`config.mk`:
```
export PLATFORM = sky130hd
export DESIGN_NAME = imu_serial_frame_decoder
export DESIGN_NICKNAME = d
export VERILOG_FILES = /design/src/rtl/isfd_pkg.sv /design/src/rtl/imu_serial_frame_decoder.sv
export VERILOG_INCLUDE_DIRS = /design/src /design/src/rtl
export SDC_FILE = /design/constraint.sdc
export NUM_CORES = 1
export LEC_CHECK = 0
export BUFFER_PORTS_ARGS = -buffer_cell sky130_fd_sc_hd__buf_2
export CAP_MARGIN = 10
export CORE_AREA = 2 2 182 184
export CTS_CLUSTER_DIAMETER = 50
export CTS_CLUSTER_SIZE = 30
export DETAILED_ROUTE_END_ITERATION = 8
export DIE_AREA = 0 0 184 186
export GPL_TIMING_DRIVEN = 0
export PLACE_DENSITY_LB_ADDON = 0.12
export SYNTH_ARGS = -nofsm -noshare
export SYNTH_HDL_FRONTEND = slang
export SYNTH_SLANG_ARGS = --single-unit
```
`constraint.sdc`:
```
create_clock -name clk_i -period 12.24 [get_ports clk_i]
set_clock_uncertainty 0.05 [all_clocks]
set_input_delay 3.06 -clock clk_i [delete_from_list [all_inputs] [get_ports clk_i]]
set_output_delay 3.06 -clock clk_i [all_outputs]
set_load 0.005 [all_outputs]
```
`src/rtl/imu_serial_frame_decoder_assert.svh`:
```
// Assertion macros for the IMU serial frame decoder.
// Used inside modules that have clk_i and rst_ni in scope; no other dependencies.
`ifndef IMU_SERIAL_FRAME_DECODER_ASSERT_SVH
`define IMU_SERIAL_FRAME_DECODER_ASSERT_SVH

// Property checked on every rising edge outside reset
`define ISFD_ASSERT(lbl, prop, msg) \
  lbl: assert property (@(posedge clk_i) disable iff (!rst_ni) (prop)) else $error(msg);

// Condition that must never be seen outside reset
`define ISFD_NEVER(lbl, cond, msg) \
  lbl: assert property (@(posedge clk_i) disable iff (!rst_ni) !(cond)) else $error(msg);

`endif

```
`src/rtl/isfd_pkg.sv`:
```
// Package for the IMU serial frame decoder: frame constants and shared types.
// No dependencies.
package isfd_pkg;

  localparam int unsigned DATA_W          = 8;
  localparam int unsigned LONG_LEN        = 20;   // combined frame, no checksum
  localparam int unsigned SHORT_LEN       = 11;   // standard frame with sum byte
  localparam int unsigned SUM_BYTES       = 10;   // bytes covered by the checksum
  localparam int unsigned LONG_WORDS      = 9;
  localparam int unsigned SHORT_WORDS     = 4;
  localparam int unsigned FIRST_WORD_BYTE = 2;
  localparam int unsigned OUT_BYTES       = 2 * LONG_WORDS;
  localparam int unsigned IDX_W           = $clog2(LONG_LEN + 1);
  localparam int unsigned POS_W           = $clog2(SHORT_LEN);
  localparam int unsigned USER_W          = DATA_W + 1;

  localparam logic [DATA_W-1:0] HDR_BYTE   = 8'h55;
  localparam logic [DATA_W-1:0] CFG_RESET  = 8'd97;

  typedef logic [DATA_W-1:0] byte_t;
  typedef logic [IDX_W-1:0]  idx_t;
  typedef logic [POS_W-1:0]  pos_t;

endpackage

```
`src/rtl/imu_serial_frame_decoder.sv`:
```
// IMU serial frame decoder: frame assembly in a 20-byte synchronous buffer memory.
// A good frame is delivered after a walk over its buffered words, later while an
// earlier result still waits; a failed checksum with a header inside resyncs by a
// walk that copies the bytes from that header down to the buffer start.
// Throughput: one byte per cycle while collecting; input stalls during these walks,
// set by the single read port of the buffer memory (one byte per cycle).
// Reset: asynchronous, clears control state and the type register to 97; the buffer
// memory is not cleared and only written entries are ever read.
`include "imu_serial_frame_decoder_assert.svh"

module imu_serial_frame_decoder (
  input  logic                              clk_i,
  input  logic                              rst_ni,
  // configuration: combined_type_code
  input  logic                              cfg_valid_i,
  output logic                              cfg_ready_o,
  input  logic [isfd_pkg::DATA_W-1:0]       cfg_data_i,
  // received bytes; tdata: rx_byte[7:0]
  input  logic                              s_axis_tvalid,
  output logic                              s_axis_tready,
  input  logic [isfd_pkg::DATA_W-1:0]       s_axis_tdata,
  // decoded frames
  output logic                              m_axis_tvalid,
  input  logic                              m_axis_tready,
  // tdata: word_0[15:0], word_1[31:16], ... word_8[143:128]
  output logic [8*isfd_pkg::OUT_BYTES-1:0]  m_axis_tdata,
  // tuser: frame_type[7:0], is_combined[8]
  output logic [isfd_pkg::USER_W-1:0]       m_axis_tuser
);

  typedef enum logic [1:0] {ST_RUN, ST_COPY, ST_EMIT} state_e;

  localparam isfd_pkg::idx_t ShortEnd  = isfd_pkg::IDX_W'(isfd_pkg::SHORT_LEN - 1);
  localparam isfd_pkg::idx_t LongEnd   = isfd_pkg::IDX_W'(isfd_pkg::LONG_LEN - 1);
  localparam isfd_pkg::idx_t SumBytes  = isfd_pkg::IDX_W'(isfd_pkg::SUM_BYTES);
  localparam isfd_pkg::idx_t FirstWord = isfd_pkg::IDX_W'(isfd_pkg::FIRST_WORD_BYTE);
  localparam isfd_pkg::idx_t ShortLast =
      isfd_pkg::IDX_W'(isfd_pkg::FIRST_WORD_BYTE + 2 * isfd_pkg::SHORT_WORDS - 1);

  // frame buffer
  isfd_pkg::byte_t mem [isfd_pkg::LONG_LEN];
  isfd_pkg::byte_t rd_data_q;

  state_e          state_q;
  isfd_pkg::idx_t  fill_q;
  isfd_pkg::byte_t sum_q, sum_d;
  isfd_pkg::pos_t  hdr_q, hdr_d;
  isfd_pkg::byte_t type_q, type_d;
  logic            long_q, long_d;
  isfd_pkg::byte_t cfg_q;

  // walk pointers, shared by resync copy and result assembly
  isfd_pkg::idx_t  rd_ptr_q, rd_end_q, wr_ptr_q, wr_end_q;
  logic            vld_q;

  logic                   m_valid_q;
  logic [isfd_pkg::USER_W-1:0] m_user_q;
  isfd_pkg::byte_t        out_bytes_q [isfd_pkg::OUT_BYTES];

  logic            take, walk_go, rd_en, wr_fire, last_walk;
  logic            mem_we;
  isfd_pkg::idx_t  mem_waddr;
  isfd_pkg::byte_t mem_wdata;
  logic            short_done, long_done, good;
  isfd_pkg::pos_t  resync_pos;

  assign cfg_ready_o   = 1'b1;
  assign s_axis_tready = (state_q == ST_RUN);
  assign m_axis_tvalid = m_valid_q;
  assign m_axis_tuser  = m_user_q;

  always_comb begin
    for (int i = 0; i < isfd_pkg::OUT_BYTES; i++) begin
      m_axis_tdata[8*i +: 8] = out_bytes_q[i];
    end
  end

  // input transaction and walk control
  assign take      = s_axis_tvalid && s_axis_tready &&
                     !(fill_q == '0 && s_axis_tdata != isfd_pkg::HDR_BYTE);
  assign walk_go   = (state_q == ST_COPY) || (state_q == ST_EMIT && !m_valid_q);
  assign rd_en     = walk_go && (rd_ptr_q <= rd_end_q);
  assign wr_fire   = walk_go && vld_q;
  assign last_walk = wr_fire && (wr_ptr_q == wr_end_q);

  // buffer write: incoming byte, or shifted byte during resync
  assign mem_we    = take || (wr_fire && state_q == ST_COPY);
  assign mem_waddr = take ? fill_q : wr_ptr_q;
  assign mem_wdata = take ? s_axis_tdata : rd_data_q;

  // running checksum, first header position and type, tracked per written byte
  always_comb begin
    sum_d  = sum_q;
    hdr_d  = hdr_q;
    type_d = type_q;
    long_d = long_q;
    if (mem_we) begin
      if (mem_waddr == '0) begin
        sum_d = mem_wdata;
        hdr_d = '0;
      end else begin
        if (mem_waddr < SumBytes) sum_d = sum_q + mem_wdata;
        if (mem_waddr <= ShortEnd && mem_wdata == isfd_pkg::HDR_BYTE && hdr_q == '0) begin
          hdr_d = isfd_pkg::POS_W'(mem_waddr);
        end
      end
      if (mem_waddr == isfd_pkg::IDX_W'(1)) begin
        type_d = mem_wdata;
        long_d = (mem_wdata == cfg_q);
      end
    end
  end

  // frame end decisions; the checksum byte is compared against bytes 0 to 9
  assign short_done = take && (fill_q == ShortEnd) && !long_q;
  assign long_done  = take && (fill_q == LongEnd) && long_q;
  assign good       = long_done || (short_done && sum_q == s_axis_tdata);
  always_comb begin
    if (hdr_q != '0)                            resync_pos = hdr_q;
    else if (s_axis_tdata == isfd_pkg::HDR_BYTE) resync_pos = isfd_pkg::POS_W'(ShortEnd);
    else                                        resync_pos = '0;
  end

  // buffer memory, one write and one registered read port
  always_ff @(posedge clk_i) begin
    if (mem_we) mem[mem_waddr] <= mem_wdata;
    if (rd_en)  rd_data_q <= mem[rd_ptr_q];
  end

  // control and registered outputs
  always_ff @(posedge clk_i or negedge rst_ni) begin
    if (!rst_ni) begin
      state_q   <= ST_RUN;
      fill_q    <= '0;
      sum_q     <= '0;
      hdr_q     <= '0;
      type_q    <= '0;
      long_q    <= 1'b0;
      cfg_q     <= isfd_pkg::CFG_RESET;
      rd_ptr_q  <= '0;
      rd_end_q  <= '0;
      wr_ptr_q  <= '0;
      wr_end_q  <= '0;
      vld_q     <= 1'b0;
      m_valid_q <= 1'b0;
      m_user_q  <= '0;
      for (int i = 0; i < isfd_pkg::OUT_BYTES; i++) out_bytes_q[i] <= '0;
    end else begin
      if (cfg_valid_i) cfg_q <= cfg_data_i;
      if (m_valid_q && m_axis_tready) m_valid_q <= 1'b0;
      sum_q  <= sum_d;
      hdr_q  <= hdr_d;
      type_q <= type_d;
      long_q <= long_d;
      vld_q  <= rd_en;
      if (rd_en)   rd_ptr_q <= rd_ptr_q + 1'b1;
      if (wr_fire) wr_ptr_q <= wr_ptr_q + 1'b1;

      case (state_q)
        ST_RUN: begin
          if (take) begin
            if (good) begin
              state_q  <= ST_EMIT;
              fill_q   <= '0;
              rd_ptr_q <= FirstWord;
              rd_end_q <= long_q ? LongEnd : ShortLast;
              wr_ptr_q <= '0;
              wr_end_q <= (long_q ? LongEnd : ShortLast) - FirstWord;
            end else if (short_done) begin
              fill_q <= '0;
              if (resync_pos != '0) begin
                state_q  <= ST_COPY;
                rd_ptr_q <= isfd_pkg::IDX_W'(resync_pos);
                rd_end_q <= ShortEnd;
                wr_ptr_q <= '0;
                wr_end_q <= ShortEnd - isfd_pkg::IDX_W'(resync_pos);
              end
            end else begin
              fill_q <= fill_q + 1'b1;
            end
          end
        end
        ST_COPY: begin
          if (last_walk) begin
            fill_q  <= wr_end_q + 1'b1;
            state_q <= ST_RUN;
          end
        end
        ST_EMIT: begin
          // first read of the walk: unused words of a short frame read as zero
          if (rd_en && rd_ptr_q == FirstWord) begin
            for (int i = 0; i < isfd_pkg::OUT_BYTES; i++) out_bytes_q[i] <= '0;
          end
          if (wr_fire) out_bytes_q[wr_ptr_q] <= rd_data_q;
          if (last_walk) begin
            m_valid_q <= 1'b1;
            m_user_q  <= {long_q, type_q};
            state_q   <= ST_RUN;
          end
        end
        default: state_q <= ST_RUN;
      endcase
    end
  end

  // checks
  `ISFD_NEVER(a_fill_range, fill_q > LongEnd, "fill count beyond combined frame length")
  `ISFD_NEVER(a_copy_overlap, mem_we && rd_en && mem_waddr == rd_ptr_q,
              "resync write hits the entry being read")
  `ISFD_ASSERT(a_valid_src, $rose(m_valid_q) |-> $past(state_q) == ST_EMIT,
               "result raised outside result assembly")
  `ISFD_ASSERT(a_walk_range, rd_en |-> rd_end_q <= LongEnd,
               "buffer read beyond its depth")

endmodule

```
==> metrics, run 1 <==
status complete, no violations; min Tclk post-route 6872 ps; Max-cap violations 0; most used cell, CP buf_2; fin util 0.5845; Seq/Total Area, Yosys 0.6452; P per Cell Area 182.6 mW/mm2; # diodes 0; critical path endpoint sum_q[7]; RSZ-0062 raised after global routing false; global-route wire length before repair 61220 um; Num CTS Buffers 38; leakage power 8.099 nW; Sink Count 378; met3 Use GR 0.03365; post-CTS setup buffers 0; post-route ant nets 0; reg2reg path depth 16; Root Buffer clkbuf_16; Clock Latency Late Sink 530 ps; Setup Viol. Count Final 0; Post-Layout Cell Count 1756; Placer Congestion 0.8522; vias in the first global route 10.11k; Comb power frac 0.191; GRT overflow 0; Power Internal 2.436 mW; Via density 5.863; # DRC 0; GRT met1 Usage 0.3354; Max Root-Sink Buffers 3; worst rel slew slack 0.3196; critical path data required time 12610 ps; Period Utilization, post-route 0.5615; post-CTS sizing 0; Pins Over Slew Limit 0; maximum fanout along the worst path 22; H-tree depth 2; initial antenna violation count 0; ratio of cells with drive above 1 in the final layout 0.2626; Post-synth ARST share 0.5556; Initial DRC Count 807; critical path type input port to flip-flop; top_reg_cell synth dfrtp_1; part of the power in registers 0.432; setup tns final 0 ps; Nets 1367; CP startpoint kind input port; Worst-Margin Slew 1018 ps; Vias 10.30k; Peak VDD IR 123.3 uV; area of the die 0.03422 mm2; Most Crowded Layer GR met2; Post-synth EDFFs 168; Critical Path, Cell by Cell buf_2 -> nand4bb_1 -> buf_2 -> o21a_4 -> nand2b_1 -> buf_4 -> buf_2 -> mux2i_1 -> inv_1 -> ha_1 -> a21oi_1 -> o211ai_1 -> o41ai_1 -> nor4bb_1 -> a211oi_1 -> o22a_1; endpoints failing hold 0; num rows 66; die width 184 um; CTS tree built; Switching Fraction 0.2913; IO Port Bufs 174; final hold slack 427.7 ps; Global Route met2 Usage 0.3829; slowest CP cell o41ai_1; Hold Crit Class flip-flop to flip-flop; I/O pin count 177; Critical Path Source s_axis_tdata[3]; cell area after synthesis 0.01597 mm2; syn_nets 1152; post-placement cell count 1686; Avg Synthesized Cell Area 14.48 um2; Core Area 0.03221 mm2; post-synthesis register bit count 378; Total GRT Usage 0.2363; CTS clk-pin slew, worst paths 70 ps; Tot Pwr 3.437 mW; largest net degree at the start of global routing 115; FF-to-FF setup slack 7140 ps; Switching Power 1.001 mW; P&R area growth vs syn 17.88%; Initial Utilization 0.4958; Yosys cell types 66; terminus of the critical flop-to-flop path sum_q[7]; Syn. warnings 0; die height 186 um; Synth Instances 1103; Total Routed Length 40010 um; slowest stage delay, CP 570 ps; count of TritonRoute iterations in the first routing pass 5; crit end category flip-flop; DR WL/cell 22.78 um; R2R Path Start fill_q[0]; FMAX 0.1455 GHz; fillers 2524; clock network power share 0.376; Critical Path AT 7240 ps; Detailed Place HPWL 27250 um; hold buffers post-CTS 0
## registers in the layout (all words and copies together), names as in the netlist
register / flops
cfg_q: 8
fill_q: 5
hdr_q: 4
long_q: 1
m_axis_tdata: 144
m_axis_tuser: 9
m_axis_tvalid: 1
mem: 160
rd_data_q: 8
rd_end_q: 4
rd_ptr_q: 5
state_q: 2
sum_q: 8
type_q: 8
vld_q: 1
wr_end_q: 5
wr_ptr_q: 5
## layer usage
| layer | share of wire | up-vias |
|---|---|---|
| met5 | 0 | - |
| met3 | 0.058 | 61 |
| met4 | 0.022 | 0 |
| li1 | - | 4659 |
| met1 | 0.44 | 5204 |
| met2 | 0.48 | 371 |
## cells in the mapped netlist, types with 21 or more instances
cell	count	area share
nor2_1	89	0.021
mux2_2	34	0.024
dfrtp_1	207	0.32
a22o_1	149	0.082
edfxtp_1	168	0.32
nand3_1	21	0.0066
nand2_1	56	0.013
a21oi_1	24	0.0075
mux4_2	48	0.068
ha_1	27	0.021
o21ai_1	23	0.0072
clkbuf_1	36	0.0085
inv_1	25	0.0059
xnor2_1	22	0.012
## metrics by stage
step,worst slack [ps],instance area [um2]
after floorplan,5894,15970
after global placement,4460,17350
after detailed placement,4847,17390
after CTS,5373,18820
after global routing,4850,18820
final,5368,18820
## logic make-up (layout without fill, tap and decap cells)
kind of cell | count (synthesis) | in the layout | synth area share
DFF | 378 | 378 | 0.6452
AOI/OAI and AO/OA | 256 | 256 | 0.1242
and+or+nand+nor | 231 | 231 | 0.06926
muxes | 90 | 90 | 0.09692
buffers and inverters | 81 | 326 | 0.02092
xor gates and xnor gates | 38 | 38 | 0.02084
adders and majority gates | 28 | 28 | 0.02241
other | 1 | 1 | 0.0002348
## worst min path at each step
stage	start	end	cells after the start	slack, ps
final	type_q[1]	type_q[1]	2	430
after global routing	m_axis_tdata[82]	m_axis_tdata[82]	1	460
after CTS	type_q[1]	type_q[1]	2	430
after detailed placement	type_q[1]	type_q[1]	2	420
after global placement	type_q[1]	type_q[1]	2	410
after floorplan	type_q[1]	type_q[1]	2	390
## cell type report
class / instances / area [um2] / share of cell area
buffer: 56 / 240.2 / 0.01276
clock buffer: 45 / 1071 / 0.05690
clock inverter: 25 / 365.4 / 0.01941
inverter: 25 / 93.84 / 0.004985
multi-input combinational: 644 / 5331 / 0.2832
sequential: 378 / 10300 / 0.5474
tap: 408 / 510.5 / 0.02712
timing repair buffer: 175 / 908.4 / 0.04826
## critical path: cells and delay by family
family                     cells  cell delay [ps]
AOI/OAI and AO/OA              6             1460
buffers and inverters          5             1170
and+or+nand+nor                3              730
adders and majority gates      1              420
muxes                          1              390
## placed cells by master, fill, tap and decap left out, drive strengths merged, types with 22 or more instances in the layout
master    n
dfrtp   207
buf     195
edfxtp  168
a22o    149
nor2     89
clkbuf   81
nand2    56
mux4     48
o21ai    41
inv      38
mux2     37
ha       27
a21oi    24
xnor2    22
## power groups by stage
stage          combinational (mW)  sequential, mW  clock, mW
4_1_cts                     0.662            1.48       1.32
5_1_grt                     0.726            1.49       1.36
3_3_place_gp                0.642            1.51          0
6_report                    0.657            1.49       1.29
2_1_floorplan               0.466            1.49          0
3_5_place_dp                0.656            1.51          0
Power figures use the tool's default switching activity.
==> inputs of run 2 (changes only) <==
- clock period: 12.24 -> 5.6 ns (I/O delays scaled with it)
==> run 2 against run 1 <==
Global-route usage is the same; wire length grew 0.41%; first-iteration DRC count shrank 13%; register-to-register slack lost 6500 ps; die area is the same; via count grew 0.48%; critical path type unchanged; largest cell class unchanged; highest routed layer unchanged.
==> metrics, run 2 (same netlist as run 1, synthesis figures left out) <==
Vias 10.34k; RSZ-0062 raised after global routing false; post-placement cell count 1686; Reg with most FFs mem; Total Routed Length 40170 um; post-CTS sizing 0; Peak VDD IR 271.3 uV; Nets 1368; Most Crowded Layer GR met2; CP startpoint kind input port; Worst-Margin Slew 1026 ps; post-route ant nets 0; Initial DRC Count 702; hold buffers post-CTS 0; Via density 5.887; slowest CP cell mux2i_2; maximum fanout along the worst path 11; GRT overflow 0; H-tree depth 2; Detailed Place HPWL 27250 um; initial antenna violation count 0; R2R Path Start fill_q[0]; I/O pin count 177; worst rel slew slack 0.3146; CTS tree built; crit end category flip-flop; Global Route met2 Usage 0.3829; slowest stage delay, CP 530 ps; met3 Use GR 0.03365; count of TritonRoute iterations in the first routing pass 5; Critical Path Source s_axis_tdata[3]; # diodes 0; most used cell, CP buf_2; Critical Path, Cell by Cell buf_2 -> nand4bb_1 -> buf_2 -> o21a_4 -> nand2b_1 -> buf_4 -> buf_2 -> mux2i_2 -> clkinvlp_4 -> ha_1 -> a21oi_1 -> o211ai_1 -> o41ai_2 -> nor4bb_1 -> a211oi_1 -> o22a_1; Largest register FFs 160; Hold Crit Class flip-flop to flip-flop; FF-to-FF setup slack 660 ps; P per Cell Area 399.2 mW/mm2; leakage power 8.096 nW; critical path type input port to flip-flop; critical path endpoint sum_q[7]; min Tclk post-route 5057 ps; ratio of cells with drive above 1 in the final layout 0.2654; Design Area, Final 0.01884 mm2; terminus of the critical flop-to-flop path sum_q[7]; GRT met1 Usage 0.3354; DR WL/cell 22.86 um; Post-Layout Cell Count 1757; fillers 2524; Initial Utilization 0.4958; critical path data required time 5970 ps; Critical Path AT 5430 ps; die height 186 um; final setup margin 543.0 ps; IO Port Bufs 174; DP Area 0.01739 mm2; # DRC 0; hold path depth 2; most frequent cells in the layout dfrtp_1 (207), buf_2 (185), edfxtp_1 (168); global-route wire length before repair 61220 um; Placer Congestion 0.8522; FMAX 0.1977 GHz; Num CTS Buffers 38; commonest non-fill, non-tap cell in the layout dfrtp_1; Setup Viol. Count Final 0; Placement Setup Slack -132.5 ps; Total GRT Usage 0.2363; Period Utilization, post-route 0.9030; Core Area 0.03221 mm2; status complete, no violations; Sink Count 378; area of the die 0.03422 mm2; reg2reg path depth 16; num rows 66; fin util 0.5851; Max Root-Sink Buffers 3; P&R area growth vs syn 18.01%; post-CTS setup buffers 0; final hold slack 426.0 ps; CTS clk-pin slew, worst paths 60 ps; vias in the first global route 10.11k; endpoints failing hold 0; Root Buffer clkbuf_16; Max-cap violations 0; Pins Over Slew Limit 0; Clock Latency Late Sink 530 ps; die width 184 um; largest net degree at the start of global routing 115
-- run 2: per-stage QoR --
step / power (mW) / setup TNS (ps)
6_report: 7.522 / 0
3_3_place_gp: 4.701 / -98400
3_5_place_dp: 4.737 / -132.5
4_1_cts: 7.570 / 0
2_1_floorplan: 4.276 / 0
5_1_grt: 7.839 / 0
-- run 2: how the worst min path moves through the flow --
stage / slack, ps / from / end
final: 430 / type_q[1] / type_q[1]
after global routing: 460 / m_axis_tdata[82] / m_axis_tdata[82]
after CTS: 430 / type_q[1] / type_q[1]
after detailed placement: 420 / type_q[1] / type_q[1]
after global placement: 410 / type_q[1] / type_q[1]
after floorplan: 390 / type_q[1] / type_q[1]
-- run 2: cell type report --
class | instances | area [um2] | share of cell area
clock inverter | 25 | 365.4 | 0.01939
clock buffer | 45 | 1071 | 0.05684
timing repair buffer | 175 | 908.4 | 0.04820
buffer | 56 | 240.2 | 0.01275
timing repair inverter | 1 | 5.005 | 0.0002656
inverter | 25 | 97.59 | 0.005179
multi-input combinational | 644 | 5343 | 0.2835
sequential | 378 | 10300 | 0.5468
tap | 408 | 510.5 | 0.02709
-- run 2: routing by layer --
layer | up-vias | routed length [um]
met4 | 0 | 899
met2 | 393 | 19290
met5 | - | 0
li1 | 4660 | -
met1 | 5225 | 17620
met3 | 66 | 2356
-- run 2: power by group --
part / switching [mW] / internal [mW] / total [mW]
Clock: 1.20 / 1.63 / 2.83
Sequential: 0.122 / 3.12 / 3.25
Combinational: 0.873 / 0.575 / 1.45
Total: 2.19 / 5.33 / 7.52
-- run 2: worst max-delay path: cells and delay by family --
kind	cells	cell delay, ps
AO/OA/AOI/OAI	6	1260
adder cells (fa/ha/maj)	1	370
buffers and inverters	5	1150
multiplexers	1	530
AND/OR/NAND/NOR	3	710
==> inputs of run 3 (changes only) <==
- BUFFER_PORTS_ARGS: -buffer_cell sky130_fd_sc_hd__buf_2 -> unset
- DONT_BUFFER_PORTS: unset -> 1
==> run 3 against run 2 <==
Hold slack improved by 4.1 ps; flip-flop and latch count is the same; critical path depth grew 3; sequential share of layout area increased by 3.4 points; sequential power hardly changed.
==> metrics, run 3 (same netlist as run 1, synthesis figures left out) <==
initial antenna violation count 0; status complete, no violations; worst rel slew slack 0.3539; P&R area growth vs syn 11.02%; # DRC 0; critical path data required time 5970 ps; Root Buffer clkbuf_16; slowest stage delay, CP 740 ps; Critical Path, Cell by Cell inv_1 -> ha_1 -> nor4b_4 -> o21a_4 -> nand2b_1 -> buf_4 -> buf_2 -> nand2_1 -> nand2_1 -> ha_1 -> inv_1 -> fa_1 -> nor2b_1 -> o21ai_0 -> a21boi_0 -> o21a_1 -> o21a_1 -> o31ai_1 -> mux2_2; Placer Congestion 0.8495; IO Port Bufs 0; ratio of cells with drive above 1 in the final layout 0.1512; Pins Over Slew Limit 0; GRT overflow 0; Detailed Place HPWL 26700 um; setup tns final 0 ps; Max-cap violations 0; post-placement cell count 1511; Tot Pwr 7.124 mW; Num CTS Buffers 36; footprint of the multi-input gates 0.005335 mm2; Core Area 0.03221 mm2; Initial Utilization 0.4958; DR WL/cell 24.91 um; endpoints failing hold 0; # diodes 0; slowest CP cell nand2_1; min Tclk post-route 4969 ps; vias in the first global route 9669; P per Cell Area 401.8 mW/mm2; I/O pin count 177; global-route wire length before repair 59450 um; Post-Layout Cell Count 1579; Clock Latency Late Sink 540 ps; Buf/Inv on CP 4; maximum fanout along the worst path 23; Sink Count 378; count of TritonRoute iterations in the first routing pass 5; crit end category flip-flop; die height 186 um; Setup Viol. Count Final 0; Period Utilization, post-route 0.8873; Vias 9573; critical path's top delay family simple AND/OR/NAND/NOR gates; R2R Path Start fill_q[0]; Worst-Margin Slew 966.8 ps; Max Root-Sink Buffers 3; Initial DRC Count 807; Total GRT Usage 0.2312; Nets 1192; CTS tree built; CP startpoint kind flip-flop; largest net degree at the start of global routing 211; Critical Path Source fill_q[0]; hold wc startpoint type_q[7]; Via density 6.063; FMAX 0.2013 GHz; critical path type flip-flop to flip-flop; leakage power 7.036 nW; FF+latch area 0.01030 mm2; Hold Crit Class flip-flop to flip-flop; commonest non-fill, non-tap cell in the layout dfrtp_1; num rows 66; post-route ant nets 0; Peak VDD IR 309.8 uV; H-tree depth 2; fillers 2610; Largest register FFs 160; area of the die 0.03422 mm2; CTS clk-pin slew, worst paths 70 ps; Critical Path AT 5340 ps; fin util 0.5505; most frequent cells in the layout dfrtp_1 (207), edfxtp_1 (168), a22o_1 (149); Reg with most FFs mem; RSZ-0062 raised after global routing false; die width 184 um; Total Routed Length 39340 um
run 3: cell types whose count changed in the layout (fill, tap and decap cells not counted), moves of 3 or more:
cell / previous run / this run
buf_2: 185 / 12
clkbuf_16: 41 / 36
bufinv_16: 4 / 0
inv_6: 5 / 9
inv_8: 5 / 1
clkbuf_8: 3 / 0
clkinv_8: 4 / 7
run 3: worst min-delay path, delay by kind of cell (launching register included):
kind	cells	cell delay [ps]
AO/OA/AOI/OAI	1	60
AND/OR/NAND/NOR	1	40
flip-flops	1	340
run 3: what timing repair did:
action | 4_1_cts | 5_1_grt
setup endpoints to repair | 0 | 1
gates resized for setup | 0 | 2
hold buffers | 0 | 0
buffers inserted | 0 | 1
run 3: power by group:
| group | leakage [nW] | internal, mW | switching, mW | total (mW) |
|---|---|---|---|---|
| clock network | 0.587 | 1.28 | 1.20 | 2.48 |
| logic | 2.10 | 0.564 | 0.835 | 1.40 |
| registers | 4.35 | 3.12 | 0.124 | 3.25 |
run 3: area by class of cell:
cell class              count  area share
inverters                  25    0.005505
flip-flops and latches    378      0.5812
clock buffers              38     0.05124
clock inverters            28     0.01814
multi-input cells         644      0.3009
plain buffers              56     0.01355
well taps                 408     0.02879
repair buffers              1   0.0004234
repair inverters            1   0.0002823
run 3: layer usage:
metal  up-vias  global-route usage  part of all wire
li1       4320                   -                 -
met1      4879              0.3188              0.43
met4         0             0.06816             0.023
met2       313              0.3781              0.48
met5         -                   0                 0
met3        61             0.04128             0.062
run 3: stage by stage:
step	area (um2)	setup slack, ps	hold WS (ps)
finish	17730	631.3	430.1
global route	17730	169.7	463.2
CTS	17710	483.2	432.0
detailed placement	16480	31.15	415.9
global placement	16480	87.16	412.9
floorplan	15970	913.9	394.4
run 3: final timing paths:
path,endpoint,slack [ps],cells past startpoint
setup / recovery,sum_q[6],630,19
hold / removal,type_q[7],430,2
setup reg to reg,sum_q[6],630,19
hold reg to reg,type_q[7],430,2
max in group asynchronous,cfg_q[5],4570,0
min in group asynchronous,m_axis_tdata[40],510,0
